--- config.mk ---
export PLATFORM = sky130hd
export DESIGN_NAME = quoted_printable_encoder
export DESIGN_NICKNAME = d
export VERILOG_FILES = /design/src/design/qpe_pkg.sv /design/src/design/qpe_front.sv /design/src/design/qpe_fifo.sv /design/src/design/qpe_back.sv /design/src/design/quoted_printable_encoder.sv
export SDC_FILE = /design/constraint.sdc
export NUM_CORES = 1
export LEC_CHECK = 0
export BUFFER_PORTS_ARGS = -buffer_cell sky130_fd_sc_hd__buf_2
export CAP_MARGIN = 15
export CORE_AREA = 2 2 269 271
export DETAILED_ROUTE_END_ITERATION = 7
export DIE_AREA = 0 0 271 273
export GPL_ROUTABILITY_DRIVEN = 0
export GPL_TIMING_DRIVEN = 0
export HOLD_SLACK_MARGIN = 0.02
export PLACE_DENSITY_LB_ADDON = 0.08
export SLEW_MARGIN = 10
export SYNTH_ARGS = -nofsm -noshare
export SYNTH_HDL_FRONTEND = slang
export SYNTH_SLANG_ARGS = --single-unit
--- constraint.sdc ---
create_clock -name clk -period 10.2 [get_ports clk]
set_input_delay 0 -clock clk [delete_from_list [all_inputs] [get_ports clk]]
set_output_delay 0 -clock clk [all_outputs]
set_load 0.005 [all_outputs]
--- src/design/qpe_pkg.sv ---
package qpe_pkg;

	localparam int MAX_LINE_DEF    = 76;
	localparam int QUEUE_DEPTH_DEF = 4;
	localparam int COL_W           = 7;
	localparam int CFG_INDEX_W     = 4;
	localparam int CFG_DATA_W      = 64;

	// Register indexes of the configuration port.
	localparam logic [CFG_INDEX_W-1:0] REG_FORCE_MASK_0 = 4'd0;
	localparam logic [CFG_INDEX_W-1:0] REG_FORCE_MASK_1 = 4'd1;
	localparam logic [CFG_INDEX_W-1:0] REG_FORCE_MASK_2 = 4'd2;
	localparam logic [CFG_INDEX_W-1:0] REG_FORCE_MASK_3 = 4'd3;

	localparam logic [7:0] CH_TAB = 8'd9;
	localparam logic [7:0] CH_LF  = 8'd10;
	localparam logic [7:0] CH_CR  = 8'd13;
	localparam logic [7:0] CH_SP  = 8'd32;
	localparam logic [7:0] CH_EQ  = 8'd61;

	// Characters caused by one encoded byte: an optional soft break and its token, or CR LF for a line feed.
	typedef struct packed {
		logic [5:0][7:0] chars;
		logic [2:0]      len;
	} enc_t;

	typedef struct packed {
		enc_t             enc;
		logic [COL_W-1:0] col;
	} enc_res_t;

	// All characters caused by one input item, in the order they leave.
	typedef struct packed {
		enc_t [1:0] e;
	} job_t;

	function automatic logic [7:0] qpe_hex(input logic [3:0] n);
		logic [7:0] w;
		w = {4'b0000, n};
		return (n < 4'd10) ? (8'd48 + w) : (8'd55 + w);
	endfunction

	function automatic enc_res_t qpe_encode(input logic [7:0] b, input logic [7:0] nx,
			input logic frc, input logic [COL_W-1:0] col, input logic [COL_W-1:0] sb_col);
		enc_res_t        r;
		logic [2:0][7:0] tok;
		logic [2:0]      tl;
		logic            is_crlf;
		r       = '0;
		tok[0]  = CH_EQ;
		tok[1]  = qpe_hex(b[7:4]);
		tok[2]  = qpe_hex(b[3:0]);
		tl      = 3'd3;
		is_crlf = 1'b0;
		if (!frc) begin
			if (b inside {[8'd33:8'd60], [8'd62:8'd126]}) begin
				tok[0] = b;
				tl     = 3'd1;
			end else if ((b == CH_SP || b == CH_TAB) && nx != CH_LF && nx != CH_CR) begin
				tok[0] = b;
				tl     = 3'd1;
			end else if (b == CH_CR) begin
				tl = 3'd0;
			end else if (b == CH_LF) begin
				is_crlf = 1'b1;
			end
		end
		if (is_crlf) begin
			r.enc.chars[0] = CH_CR;
			r.enc.chars[1] = CH_LF;
			r.enc.len      = 3'd2;
			r.col          = '0;
		end else if (col >= sb_col) begin
			r.enc.chars = {tok[2], tok[1], tok[0], CH_LF, CH_CR, CH_EQ};
			r.enc.len   = 3'd3 + tl;
			r.col       = {{(COL_W-3){1'b0}}, tl};
		end else begin
			r.enc.chars[2:0] = tok;
			r.enc.len        = tl;
			r.col            = col + {{(COL_W-3){1'b0}}, tl};
		end
		return r;
	endfunction

endpackage

--- src/design/qpe_front.sv ---
module qpe_front import qpe_pkg::*; #(
	parameter int MAX_LINE = MAX_LINE_DEF
) (
	input  logic                   clk,
	input  logic                   arst_n,
	input  logic                   in_valid,
	output logic                   in_stall,
	input  logic [7:0]             in_byte,
	input  logic                   end_of_message,
	input  logic                   cfg_write,
	input  logic [CFG_INDEX_W-1:0] cfg_index,
	input  logic [CFG_DATA_W-1:0]  cfg_data,
	input  logic                   q_full,
	output logic                   q_push,
	output job_t                   q_job
);

	localparam logic [COL_W-1:0] SB_COL = COL_W'(MAX_LINE - 1);

	logic [3:0][63:0]  mask_q;
	logic [7:0]        held_q;
	logic              held_valid_q;
	logic [COL_W-1:0]  col_q;

	enc_res_t          r0;
	enc_res_t          r1;
	logic [COL_W-1:0]  col_mid;
	logic              accept;

	assign in_stall = q_full;
	assign accept   = in_valid && !q_full;

	always_comb begin
		r0      = qpe_encode(held_q, in_byte, mask_q[held_q[7:6]][held_q[5:0]], col_q, SB_COL);
		col_mid = held_valid_q ? r0.col : col_q;
		// The last byte of a message sees NUL as its successor.
		r1      = qpe_encode(in_byte, 8'd0, mask_q[in_byte[7:6]][in_byte[5:0]], col_mid,
			SB_COL);
		q_job.e[0] = r0.enc;
		q_job.e[1] = r1.enc;
		if (!held_valid_q)
			q_job.e[0].len = 3'd0;
		if (!end_of_message)
			q_job.e[1].len = 3'd0;
		q_push = accept && (q_job.e[0].len != 3'd0 || q_job.e[1].len != 3'd0);
	end

	always_ff @(posedge clk or negedge arst_n) begin
		if (!arst_n) begin
			mask_q       <= '0;
			held_q       <= '0;
			held_valid_q <= 1'b0;
			col_q        <= '0;
		end else begin
			if (cfg_write) begin
				case (cfg_index)
					REG_FORCE_MASK_0: mask_q[0] <= cfg_data;
					REG_FORCE_MASK_1: mask_q[1] <= cfg_data;
					REG_FORCE_MASK_2: mask_q[2] <= cfg_data;
					REG_FORCE_MASK_3: mask_q[3] <= cfg_data;
					default: ;
				endcase
			end
			if (accept) begin
				if (end_of_message) begin
					held_q       <= '0;
					held_valid_q <= 1'b0;
					col_q        <= '0;
				end else begin
					held_q       <= in_byte;
					held_valid_q <= 1'b1;
					col_q        <= col_mid;
				end
			end
		end
	end

endmodule

--- src/design/qpe_fifo.sv ---
module qpe_fifo import qpe_pkg::*; #(
	parameter int DEPTH = QUEUE_DEPTH_DEF
) (
	input  logic clk,
	input  logic arst_n,
	input  logic push,
	input  job_t push_job,
	output logic full,
	input  logic pop,
	output logic not_empty,
	output job_t head_job
);

	localparam int AW = (DEPTH > 1) ? $clog2(DEPTH) : 1;
	localparam int CW = $clog2(DEPTH + 1);
	localparam logic [AW-1:0] LAST = AW'(DEPTH - 1);
	localparam logic [CW-1:0] FULL_CNT = CW'(DEPTH);

	job_t           mem [DEPTH];
	logic [AW-1:0]  wr_q;
	logic [AW-1:0]  rd_q;
	logic [CW-1:0]  cnt_q;

	assign full      = (cnt_q == FULL_CNT);
	assign not_empty = (cnt_q != '0);
	assign head_job  = mem[rd_q];

	always_ff @(posedge clk) begin
		if (push)
			mem[wr_q] <= push_job;
	end

	always_ff @(posedge clk or negedge arst_n) begin
		if (!arst_n) begin
			wr_q  <= '0;
			rd_q  <= '0;
			cnt_q <= '0;
		end else begin
			if (push)
				wr_q <= (wr_q == LAST) ? '0 : wr_q + 1'b1;
			if (pop)
				rd_q <= (rd_q == LAST) ? '0 : rd_q + 1'b1;
			if (push && !pop)
				cnt_q <= cnt_q + 1'b1;
			else if (pop && !push)
				cnt_q <= cnt_q - 1'b1;
		end
	end

endmodule

--- src/design/qpe_back.sv ---
module qpe_back import qpe_pkg::*; (
	input  logic       clk,
	input  logic       arst_n,
	input  logic       job_valid,
	input  job_t       job,
	output logic       pop,
	output logic       out_valid,
	input  logic       out_stall,
	output logic [7:0] out_char,
	output logic       run_end
);

	logic       sel_q;
	logic [2:0] idx_q;
	logic       out_valid_q;
	logic [7:0] out_char_q;
	logic       run_end_q;

	logic       sel;
	enc_t       cur;
	logic       last_in_enc;
	logic       done;
	logic       advance;

	always_comb begin
		// The front never queues a job without characters, so an empty first
		// part means the job starts in its second part.
		sel         = sel_q || (job.e[0].len == 3'd0);
		cur         = job.e[sel];
		last_in_enc = (idx_q == cur.len - 3'd1);
		done        = last_in_enc && (sel || job.e[1].len == 3'd0);
		advance     = job_valid && (!out_valid_q || !out_stall);
		pop         = advance && done;
	end

	assign out_valid = out_valid_q;
	assign out_char  = out_char_q;
	assign run_end   = run_end_q;

	always_ff @(posedge clk) begin
		if (advance) begin
			out_char_q <= cur.chars[idx_q];
			run_end_q  <= done;
		end
	end

	always_ff @(posedge clk or negedge arst_n) begin
		if (!arst_n) begin
			sel_q       <= 1'b0;
			idx_q       <= '0;
			out_valid_q <= 1'b0;
		end else begin
			if (advance) begin
				out_valid_q <= 1'b1;
				if (done) begin
					sel_q <= 1'b0;
					idx_q <= '0;
				end else if (last_in_enc) begin
					sel_q <= 1'b1;
					idx_q <= '0;
				end else begin
					idx_q <= idx_q + 3'd1;
				end
			end else if (!out_stall) begin
				out_valid_q <= 1'b0;
			end
		end
	end

endmodule

--- src/design/quoted_printable_encoder.sv ---
// Throughput: one character per cycle while the job queue holds a job and out_stall is low;
// each item causes zero to twelve characters (one for a typical byte), sent through the single output register.
// Items are accepted every cycle while the job queue between front and back has room.
// Reset clears the force masks, the held byte, the column count, the queue and the output valid flag.
module quoted_printable_encoder import qpe_pkg::*; #(
	parameter int MAX_LINE    = MAX_LINE_DEF,
	parameter int QUEUE_DEPTH = QUEUE_DEPTH_DEF
) (
	input  logic                   clk,
	input  logic                   arst_n,
	input  logic                   in_valid,
	output logic                   in_stall,
	input  logic [7:0]             in_byte,
	input  logic                   end_of_message,
	output logic                   out_valid,
	input  logic                   out_stall,
	output logic [7:0]             out_char,
	output logic                   run_end,
	input  logic                   cfg_write,
	input  logic [CFG_INDEX_W-1:0] cfg_index,
	input  logic [CFG_DATA_W-1:0]  cfg_data
);

	logic q_full;
	logic q_push;
	logic q_pop;
	logic q_not_empty;
	job_t push_job;
	job_t head_job;

	qpe_front #(.MAX_LINE(MAX_LINE)) u_front (
		.clk            (clk),
		.arst_n         (arst_n),
		.in_valid       (in_valid),
		.in_stall       (in_stall),
		.in_byte        (in_byte),
		.end_of_message (end_of_message),
		.cfg_write      (cfg_write),
		.cfg_index      (cfg_index),
		.cfg_data       (cfg_data),
		.q_full         (q_full),
		.q_push         (q_push),
		.q_job          (push_job)
	);

	qpe_fifo #(.DEPTH(QUEUE_DEPTH)) u_fifo (
		.clk       (clk),
		.arst_n    (arst_n),
		.push      (q_push),
		.push_job  (push_job),
		.full      (q_full),
		.pop       (q_pop),
		.not_empty (q_not_empty),
		.head_job  (head_job)
	);

	qpe_back u_back (
		.clk       (clk),
		.arst_n    (arst_n),
		.job_valid (q_not_empty),
		.job       (head_job),
		.pop       (q_pop),
		.out_valid (out_valid),
		.out_stall (out_stall),
		.out_char  (out_char),
		.run_end   (run_end)
	);

endmodule
Word level (Yosys, flattened, before mapping)
Memory sizes are Yosys's and may differ from the RTL's.
Cells that the tools add are included.
{"block": "op_classes", "n_addsub": 18, "multipliers": 0, "n_div": 0, "n_lt_le_gt_ge": 20, "eq_ne": 18, "shifts": 0, "muxes": 66, "bitwise": 0, "n_reduce_logical": 39}
{"op": "$bmux W64 S2", "count": 2}
{"op": "$mux W64", "count": 2}
{"op": "$mux W51", "count": 2}
{"op": "$mux W8", "count": 12}
{"op": "$mux W34", "count": 2}
{"op": "$mux W32", "count": 2}
{"op": "$add A6 B4 Y7 const A", "count": 8}
{"op": "$mux W26", "count": 2}
{"op": "$eq A8 B4 Y1 const B", "count": 6}
{"op": "$mux W24", "count": 2}
{"op": "$mux W3", "count": 12}
{"op": "$ge A8 B6 Y1 const B", "count": 4}
{"op": "$bmux W8 S3", "count": 1}
{"op": "$mux W1", "count": 19}
{"op": "$eq A8 B6 Y1 const B", "count": 2}
{"op": "$le A8 B6 Y1 const B", "count": 2}
{"op": "$le A8 B7 Y1 const B", "count": 2}
{"op": "$lt A4 B4 Y1 const B", "count": 4}
{"op": "$ne A8 B4 Y1 const B", "count": 2}
{"op": "$add A7 B3 Y7", "count": 2}
{"op": "$ge A7 B7 Y1 const B", "count": 2}
{"op": "$lt A6 B7 Y1 const B", "count": 2}
{"op": "$mux W7", "count": 2}
{"op": "$logic_and A1 B1 Y1", "count": 13}
{"op": "other kinds (22)", "count": 52}
{"block": "totals", "register_bits": 293, "latchBits": 0, "mem_bits_rw": 408, "romBits": 0, "inputBits": 82, "output_inout_bits": 11, "word_cells": 177, "memories": 1}
{"memory": "u_fifo.mem", "words": 4, "word_bits": 102, "read_ports": 1, "rd_ports_with_merged_regs": 0, "wr": 1, "line_no": "qpe_fifo.sv:19", "source": "job_t mem [DEPTH];"}

Longest topological paths before layout
Gate-level depths: netlist (run 1).
{"block": "logic_depth", "ltp_word": 22, "depth_mapped": 28}

Cells and area by module
A second synthesis (run 1) with hierarchy kept.
{"block": "hier_totals", "cells_unflattened": 2017, "hier_area_um2": 33154.3}
{"mod": "qpe_front", "n_inst": 1, "cells_each": 1339, "area_each_um2": 16604.7}
{"mod": "qpe_fifo", "n_inst": 1, "cells_each": 570, "area_each_um2": 15190.8}
{"mod": "qpe_back", "n_inst": 1, "cells_each": 108, "area_each_um2": 1358.8}

Least setup slack after synthesis (run 1)
No wires, ideal clock.
{"block": "synth_timing", "path_kind": "register to register", "start": "register u_front.held_q[6]", "end": "memory u_fifo.mem[0][0] (netlist name) (enable)", "setup_time_ps": 463, "t_arrival_ps": 7167, "t_required_ps": 9737, "setup_slack_ps": 2570, "stages_incl_launch_ff": 19, "path_buffers": 1, "period_less_slack_ps": 7630, "path_cell_list": "dfrtp_1 buf_6 mux4_1 mux4_2 nor2_1 nor4_4 o32a_1 or3_1 ha_1 fa_1 nand2_1 nor2_1 a31o_2 a221oi_1 o21ai_0 a31oi_2 a41oi_1 a31oi_4 and2_1"}
{"block": "synth_via", "elab_chain_cells": 20, "elab_cells_between_ends": 43}
{"item": "start, declared", "line_no": "qpe_front.sv:21", "source": "logic [7:0] held_q;"}
{"item": "start signal, assigned", "line_no": "qpe_front.sv:70", "source": "held_q <= in_byte;"}
{"item": "branches (longest 9 deep; another with $add A7 B3 Y7)"}
{"item": "$mux W26 *", "line_no": "qpe_pkg.sv:68", "source": "if (is_crlf) begin"}
{"item": "$mux W7", "line_no": "qpe_front.sv:35", "source": "col_mid = held_valid_q ? r0.col : col_q;"}
{"item": "$ge A7 B7 Y1", "line_no": "qpe_pkg.sv:73", "source": "end else if (col >= sb_col) begin"}
{"item": "$mux W34", "line_no": "qpe_pkg.sv:73"}
{"item": "$mux W26", "line_no": "qpe_pkg.sv:68"}
{"item": "$mux W3", "line_no": "qpe_front.sv:43", "source": "if (!end_of_message)"}
{"item": "$reduce_bool A3 Y1", "line_no": "qpe_front.sv:45", "source": "q_push = accept && (q_job.e[0].len != 3'd0 || q_job.e[1].len != 3'd0);"}
{"item": "$logic_or A1 B1 Y1 *", "line_no": "qpe_front.sv:45"}
{"item": "$logic_and A1 B1 Y1 *", "line_no": "qpe_front.sv:45"}
{"item": "net q_push", "line_no": "quoted_printable_encoder.sv:25", "source": "logic q_push;"}
{"item": "$mux W1 *", "line_no": "qpe_fifo.sv:29", "source": "if (push)"}
{"item": "$mux W1 (not written as such) *", "line_no": "qpe_fifo.sv:30", "source": "mem[wr_q] <= push_job;"}
{"item": "end, declared", "line_no": "qpe_fifo.sv:19"}
Mark *: on every way through the listed nets, which the timed path passes. The select of a mux whose other input is x is not followed.

Final worst setup path (run 1)
{"block": "layout_timing", "start": "register u_front.held_q[7]", "end": "memory u_fifo.mem[1][47] (netlist name) (enable)"}
Same word-level chain as after synthesis.

==> impl_metrics.tcl, run 1 <==
set metrics [dict create \
    critical_path_required_ns 10.47 \
    drt-vias-per-instance 6.049 \
    wirelength_um 96120 \
    grt_pass1_wl_um 140900 \
    synth_area_um2 31770 \
    ys_warn_count 0 \
    synthToLayoutAreaGrowth_pct 16.64 \
    initial_core_util_pct 44.75 \
    core_area_um2 71000 \
    track_usage_pct 26.32 \
    avgSynthCellArea_um2 16.04 \
    arrival_ns 8.35 \
    cts_tree "done" \
    grt-ovfl-total 0 \
    seqPwrFrac_pct 38.6 \
    fin_area_um2 37060 \
    max_cap_viol_count 0 \
    clkSlewWorstSetupHoldPaths_ns 0.06 \
    switching_share_pct 32.26 \
    insertion_delay_ns 0.62 \
    fp-row-count 98 \
    vias 19726 \
    min_period_over_period_pct 79.15 \
    multiInputGateArea_um2 12400 \
    ant_nets 0 \
    cts-root-buf "clkbuf_16" \
    p_int_w 0.006659 \
    synthDistinctLibCells 84 \
    critPathCaptureType "flop" \
    fillers 5884 \
    worstHoldPathCells 4 \
    final_net_count 2362 \
    vdd.ir_drop.worst_uv 122.2 \
    antenna_found_initial 2 \
    synthArstFlopShare_pct 42.45 \
    synth_xor_area_share_pct 0.3860 \
    p_total_w 0.009830 \
    final-seq-area_um2 18670 \
    fmax_ghz 0.1239 \
    numCtsBuffers 75 \
    fin_skew_ns 0.02444 \
    boundaryPins 93 \
    wl_per_cell_um 29.48 \
    synth_flop_cell "edfxtp_1" \
    share_clk_of_total_power_pct 28.1 \
    grt_max_degree 92 \
    fin_util_pct 52.19 \
    holdWs_ns 0.1377 \
    die_area_um2 73980 \
    io_buffer_count 89 \
    drv_slew 0 \
    ys_seq_elements 669 \
    muxShareOfSynthArea_pct 27.84 \
    drive_above_1_share_pct 33.88 \
    die_y_um 273 \
    antenna_cells 0 \
    p_per_area_nw_per_um2 265.3 \
    crit_fanout 51 \
    yosys-top-cells-area "edfxtp_1 36%, dfrtp_1 22%, mux4_2 15%, mux2_2 9.9%, mux2i_1 1.9%" \
    synth-simple-area-share_pct 5.163 \
    drt-pass1-iter-count 5 \
    startpoint_type "flop" \
    clkSinkCount 669 \
    die_w_um 271 \
    synth-compound-area-share_pct 4.206 \
    grt_pass1_vias 20725 \
    setup_tns_ns 0 \
    dpl.hpwl_um 66160 \
    drt_iter0_markers 1787 \
    synth_top_family_by_area "multiplexers" \
    p_comb_share_pct 33.3 \
    maxSlewHeadroom_pct 22.98 \
    synth_area_leader_cell "edfxtp_1" \
    layout_common_cells "385 x edfxtp_1, 284 x dfrtp_1, 279 x mux2_2, 215 x mux4_2, 109 x buf_2" \
    rsz0062_at_grt "no" \
    synth_top_area_share_pct 36.39 \
    setup_violations 0 \
    crit_type "flop to flop" \
    synth-adder-area-share_pct 1.189 \
    leakagePower_nw 13.77 \
    ctsResizeCount 0 \
    synth_edf_count 385 \
    status "finished, final reports clean" \
    hold_viol 0 \
    clockBufferDepth 3 \
    drc_errors 0 \
    worstMarginPinSlew_ns 1.155 \
    h-tree-depth 3 \
    layout_commonest_cell "edfxtp_1" \
    rr_worst_depth 22 \
    synth.yosys.seq_area_share_pct 58.76 \
    synth_cells 1981 \
    min_path_type "primary input to flop" \
    placed_area_um2 33710 \
    switching_power_w 0.003171 \
    fin_crit_ns 8.073 \
]
[layout make-up]
cell class,instances,share of cell area (%)
flip-flops and latches,669,50.38
multi-input cells,1154,33.47
clock buffers,103,5.845
repair buffers,178,4.035
well taps,950,3.208
plain buffers,133,1.692
clock inverters,34,0.9657
inverters,40,0.4052
[cells by family after synthesis]
| group | after synthesis |
|---|---|
| adders and majority gates | 29 |
| DFF | 669 |
| xor gates and xnor gates | 14 |
| and+or+nand+nor | 350 |
| buffers and inverters | 173 |
| AOI/OAI and AO/OA | 179 |
| muxes | 566 |
| other | 1 |
[what timing repair did]
action | 4_1_cts | 5_1_grt
buffers inserted | 0 | 0
hold buffers | 75 | 0
hold endpoints to repair | 497 | 0
endpoints found under the setup margin | 0 | 0
[state kept, by name (all words and copies together), names as in the netlist]
name,cells
u_back.idx_q,3
u_front.col_q,7
u_front.mask_q,256
u_back.sel_q,1
u_fifo.rd_q,2
u_front.held_valid_q,1
u_fifo.mem,376
u_back.out_valid,1
u_back.out_char,8
u_fifo.cnt_q,3
u_fifo.wr_q,2
u_front.held_q,8
u_back.run_end,1
[path summary, 6_finish.rpt]
check | start | endpoint | slack (ns)
worst max-delay path | u_front.held_q[7] | u_fifo.mem[1][47] | 2.13
worst min-delay path | out_stall | u_back.out_valid | 0.14
worst max register to register | u_front.held_q[7] | u_fifo.mem[1][47] | 2.13
worst min register to register | u_back.out_valid | u_back.out_valid | 0.49
max in group asynchronous | arst_n | u_front.mask_q[207] | 8.92
min in group asynchronous | arst_n | u_back.idx_q[2] | 0.53
[layer usage]
layer  global-route usage, %  wire length [um]
met1                   32.43             37230
met2                   45.35             48440
met3                   5.395              6488
met4                   10.93              3942
met5                       0                20
[Yosys cell counts (all sizes together) (11+ instances only)]
library cell,instances
nand4,14
mux4,223
a21oi,26
mux2i,61
ha,27
nand2,104
nor2b,15
nor3,34
a31oi,11
clkbuf,89
buf,44
edfxtp,385
nor2,102
o21ai,27
nand3,27
and2,15
dfrtp,284
mux2,282
inv,38
[power by group through the flow]
| stage | Clock [W] | Sequential [W] | Combinational [W] |
|---|---|---|---|
| floorplan | 0 | 0.00377 | 0.00218 |
| global placement | 0 | 0.00386 | 0.00317 |
| detailed placement | 0 | 0.00384 | 0.00325 |
| CTS | 0.00281 | 0.00379 | 0.00328 |
| global route | 0.00293 | 0.00385 | 0.00348 |
| finish | 0.00276 | 0.00380 | 0.00327 |
[per-stage QoR]
stage / instances / worst slack (ns)
after floorplan: 1996 / 2.570
after global placement: 3035 / -0.8264
after detailed placement: 3045 / 2.116
after CTS: 3257 / 2.248
after global routing: 3261 / 1.785
final: 3261 / 2.127
[worst max-delay path: stages (launching register included)]
cell and delay, ns:
dfrtp_1 0.31, buf_2 0.20, buf_2 0.42, buf_2 0.49, mux4_2 0.39, mux2i_1 0.42
a32oi_1 0.19, o41ai_1 0.19, nor3_1 0.19, o32a_1 0.45, or3_1 0.44, ha_1 0.24
fa_1 0.43, nand2_1 0.14, nor2_1 0.10, a31o_2 0.30, a221oi_1 0.27, o21ai_0 0.26
a31oi_2 0.45, a41oi_1 0.28, a31oi_4 0.40, and2_4 0.67, buf_16 0.33
(Power assumes the default switching activity.)
==> run 2: changes to the inputs <==
==> constraint.sdc (replaced) <==
create_clock -name clk -period 8.2 [get_ports clk]
set_input_delay 0 -clock clk [delete_from_list [all_inputs] [get_ports clk]]
set_output_delay 0 -clock clk [all_outputs]
set_load 0.005 [all_outputs]
==> run 2 against run 1 <==
Compared with the run above: critical path depth up 4; utilization up 0.056 points; routed wire length up 1.5%.
==> impl_metrics.tcl, run 2 (synthesis gave the netlist of run 1 again) <==
set metrics [dict create \
    status "finished, final reports clean" \
    critPathCaptureType "flop" \
    insertion_delay_ns 0.63 \
    drt-vias-per-instance 6.072 \
    synthToLayoutAreaGrowth_pct 16.77 \
    clkSinkCount 669 \
    min_period_over_period_pct 95.22 \
    largest_register_ffs 376 \
    vias 19825 \
    crit_fanout 11 \
    rsz0062_at_grt "no" \
    initial_core_util_pct 44.75 \
    leakagePower_nw 13.79 \
    placed_area_um2 33710 \
    layout_common_cells "385 x edfxtp_1, 284 x dfrtp_1, 279 x mux2_2, 215 x mux4_2, 108 x buf_2" \
    h-tree-depth 3 \
    p_total_w 0.01227 \
    fin_crit_ns 7.808 \
    fin_area_um2 37100 \
    post_cts_buffers 0 \
    drt_iter0_markers 2016 \
    largest-register "u_fifo.mem" \
    crit_slowest_cell "a31oi_4" \
    cts_tree "done" \
    cts-root-buf "clkbuf_16" \
    max_cap_viol_count 0 \
    track_usage_pct 26.32 \
    ant_nets 0 \
    min_path_type "primary input to flop" \
    numCtsBuffers 75 \
    wirelength_um 97540 \
    grt_pass1_wl_um 140900 \
    grt_pass1_vias 20725 \
    path_delay_family "compound AO/OA/AOI/OAI gates" \
    final_net_count 2366 \
    slowest_delay_ns 0.48 \
    reg_top3 "u_fifo.mem x376, u_front.mask_q x256" \
    layout_commonest_cell "edfxtp_1" \
    p_per_area_nw_per_um2 330.8 \
    clkSlewWorstSetupHoldPaths_ns 0.06 \
    antenna_found_initial 3 \
    die_y_um 273 \
    grt-ovfl-total 0 \
    hold_viol 0 \
    arrival_ns 8.35 \
    worst-r2r-setup-slack_ns 0.39 \
    boundaryPins 93 \
    antenna_cells 0 \
    drive_above_1_share_pct 34.04 \
    fin_skew_ns 0.02838 \
    core_area_um2 71000 \
    die_area_um2 73980 \
    critical_path_required_ns 8.74 \
    fmax_ghz 0.1281 \
    die_w_um 271 \
    dpl.hpwl_um 66160 \
    wl_per_cell_um 29.87 \
    io_buffer_count 89 \
    fp-row-count 98 \
    drv_slew 0 \
    crit_type "flop to flop" \
    clockBufferDepth 3 \
    startpoint_type "flop" \
    grt_max_degree 92 \
    maxSlewHeadroom_pct 21.83 \
    worstMarginPinSlew_ns 1.172 \
    fin_util_pct 52.25 \
    vdd.ir_drop.worst_uv 150.5 \
    drc_errors 0 \
    cp_num_buf_inv 4 \
    drt-pass1-iter-count 6 \
    setup_violations 0 \
]
==> run 2: cell count changes in the layout (fill, tap and decap cells not counted), sizes merged <==
cell	previous run	this run
and2	15	19
buf	148	147
clkbuf	192	193
==> run 2: worst register-to-register path, delay by kind of cell, from the launching register on <==
| family | cells | cell delay, ns |
|---|---|---|
| AOI/OAI and AO/OA | 9 | 2.88 |
| DFF | 1 | 0.31 |
| muxes | 2 | 0.79 |
| and+or+nand+nor | 5 | 0.96 |
| buffers and inverters | 4 | 1.11 |
| xor gates and xnor gates | 2 | 0.32 |
| adders and majority gates | 4 | 1.37 |
==> run 2: through the flow <==
step	worst slack, ns	hold slack (ns)	instances	TNS, ns
6_report	0.3917	0.1365	3265	0
5_1_grt	0.04413	0.1523	3265	0
4_1_cts	0.2476	0.1191	3257	0
3_5_place_dp	0.1164	-0.03838	3045	0
3_3_place_gp	-2.826	0.2225	3035	-1014.45
2_1_floorplan	0.5702	-0.2956	1996	0
==> run 2: layer usage <==
metal / up-vias / GRT usage, % / share of wire [%]
li1: 8357 / - / -
met3: 224 / 5.395 / 6.6
met1: 10464 / 32.43 / 39
met5: - / 0 / 0.035
met4: 6 / 10.93 / 4.1
met2: 774 / 45.35 / 50
==> run 2: what timing repair did <==
item / in CTS / in global routing
hold buffers: 75 / 0
hold endpoints to repair: 497 / 0
gates resized for setup: 0 / 2
setup endpoints to repair: 0 / 204
==> run 2: final cells by class <==
type,count,area (um2)
Sequential cell,669,18670
Buffer,133,629.4
Clock inverter,34,357.8
Multi-Input combinational cell,1158,12440
Tap cell,950,1189
Timing Repair Buffer,178,1495
Inverter,40,150.1
Clock buffer,103,2166
Fill cell,5880,33900
==> run 2: path summary, 6_finish.rpt <==
kind | start | end | cells after the start
min in group asynchronous | arst_n | u_fifo.rd_q[1] | 4
hold reg to reg | u_back.out_valid | u_back.out_valid | 2
max in group asynchronous | arst_n | u_front.mask_q[207] | 5
hold / removal | out_stall | u_back.out_valid | 4
setup reg to reg | u_front.held_q[7] | u_fifo.cnt_q[2] | 26
setup / recovery | u_front.held_q[7] | u_fifo.cnt_q[2] | 26
==> run 2: power breakdown <==
| part | total, W | switching (W) | internal [W] |
|---|---|---|---|
| Clock | 0.00344 | 0.00139 | 0.00204 |
| Sequential | 0.00472 | 0.000344 | 0.00438 |
| Combinational | 0.00411 | 0.00224 | 0.00187 |
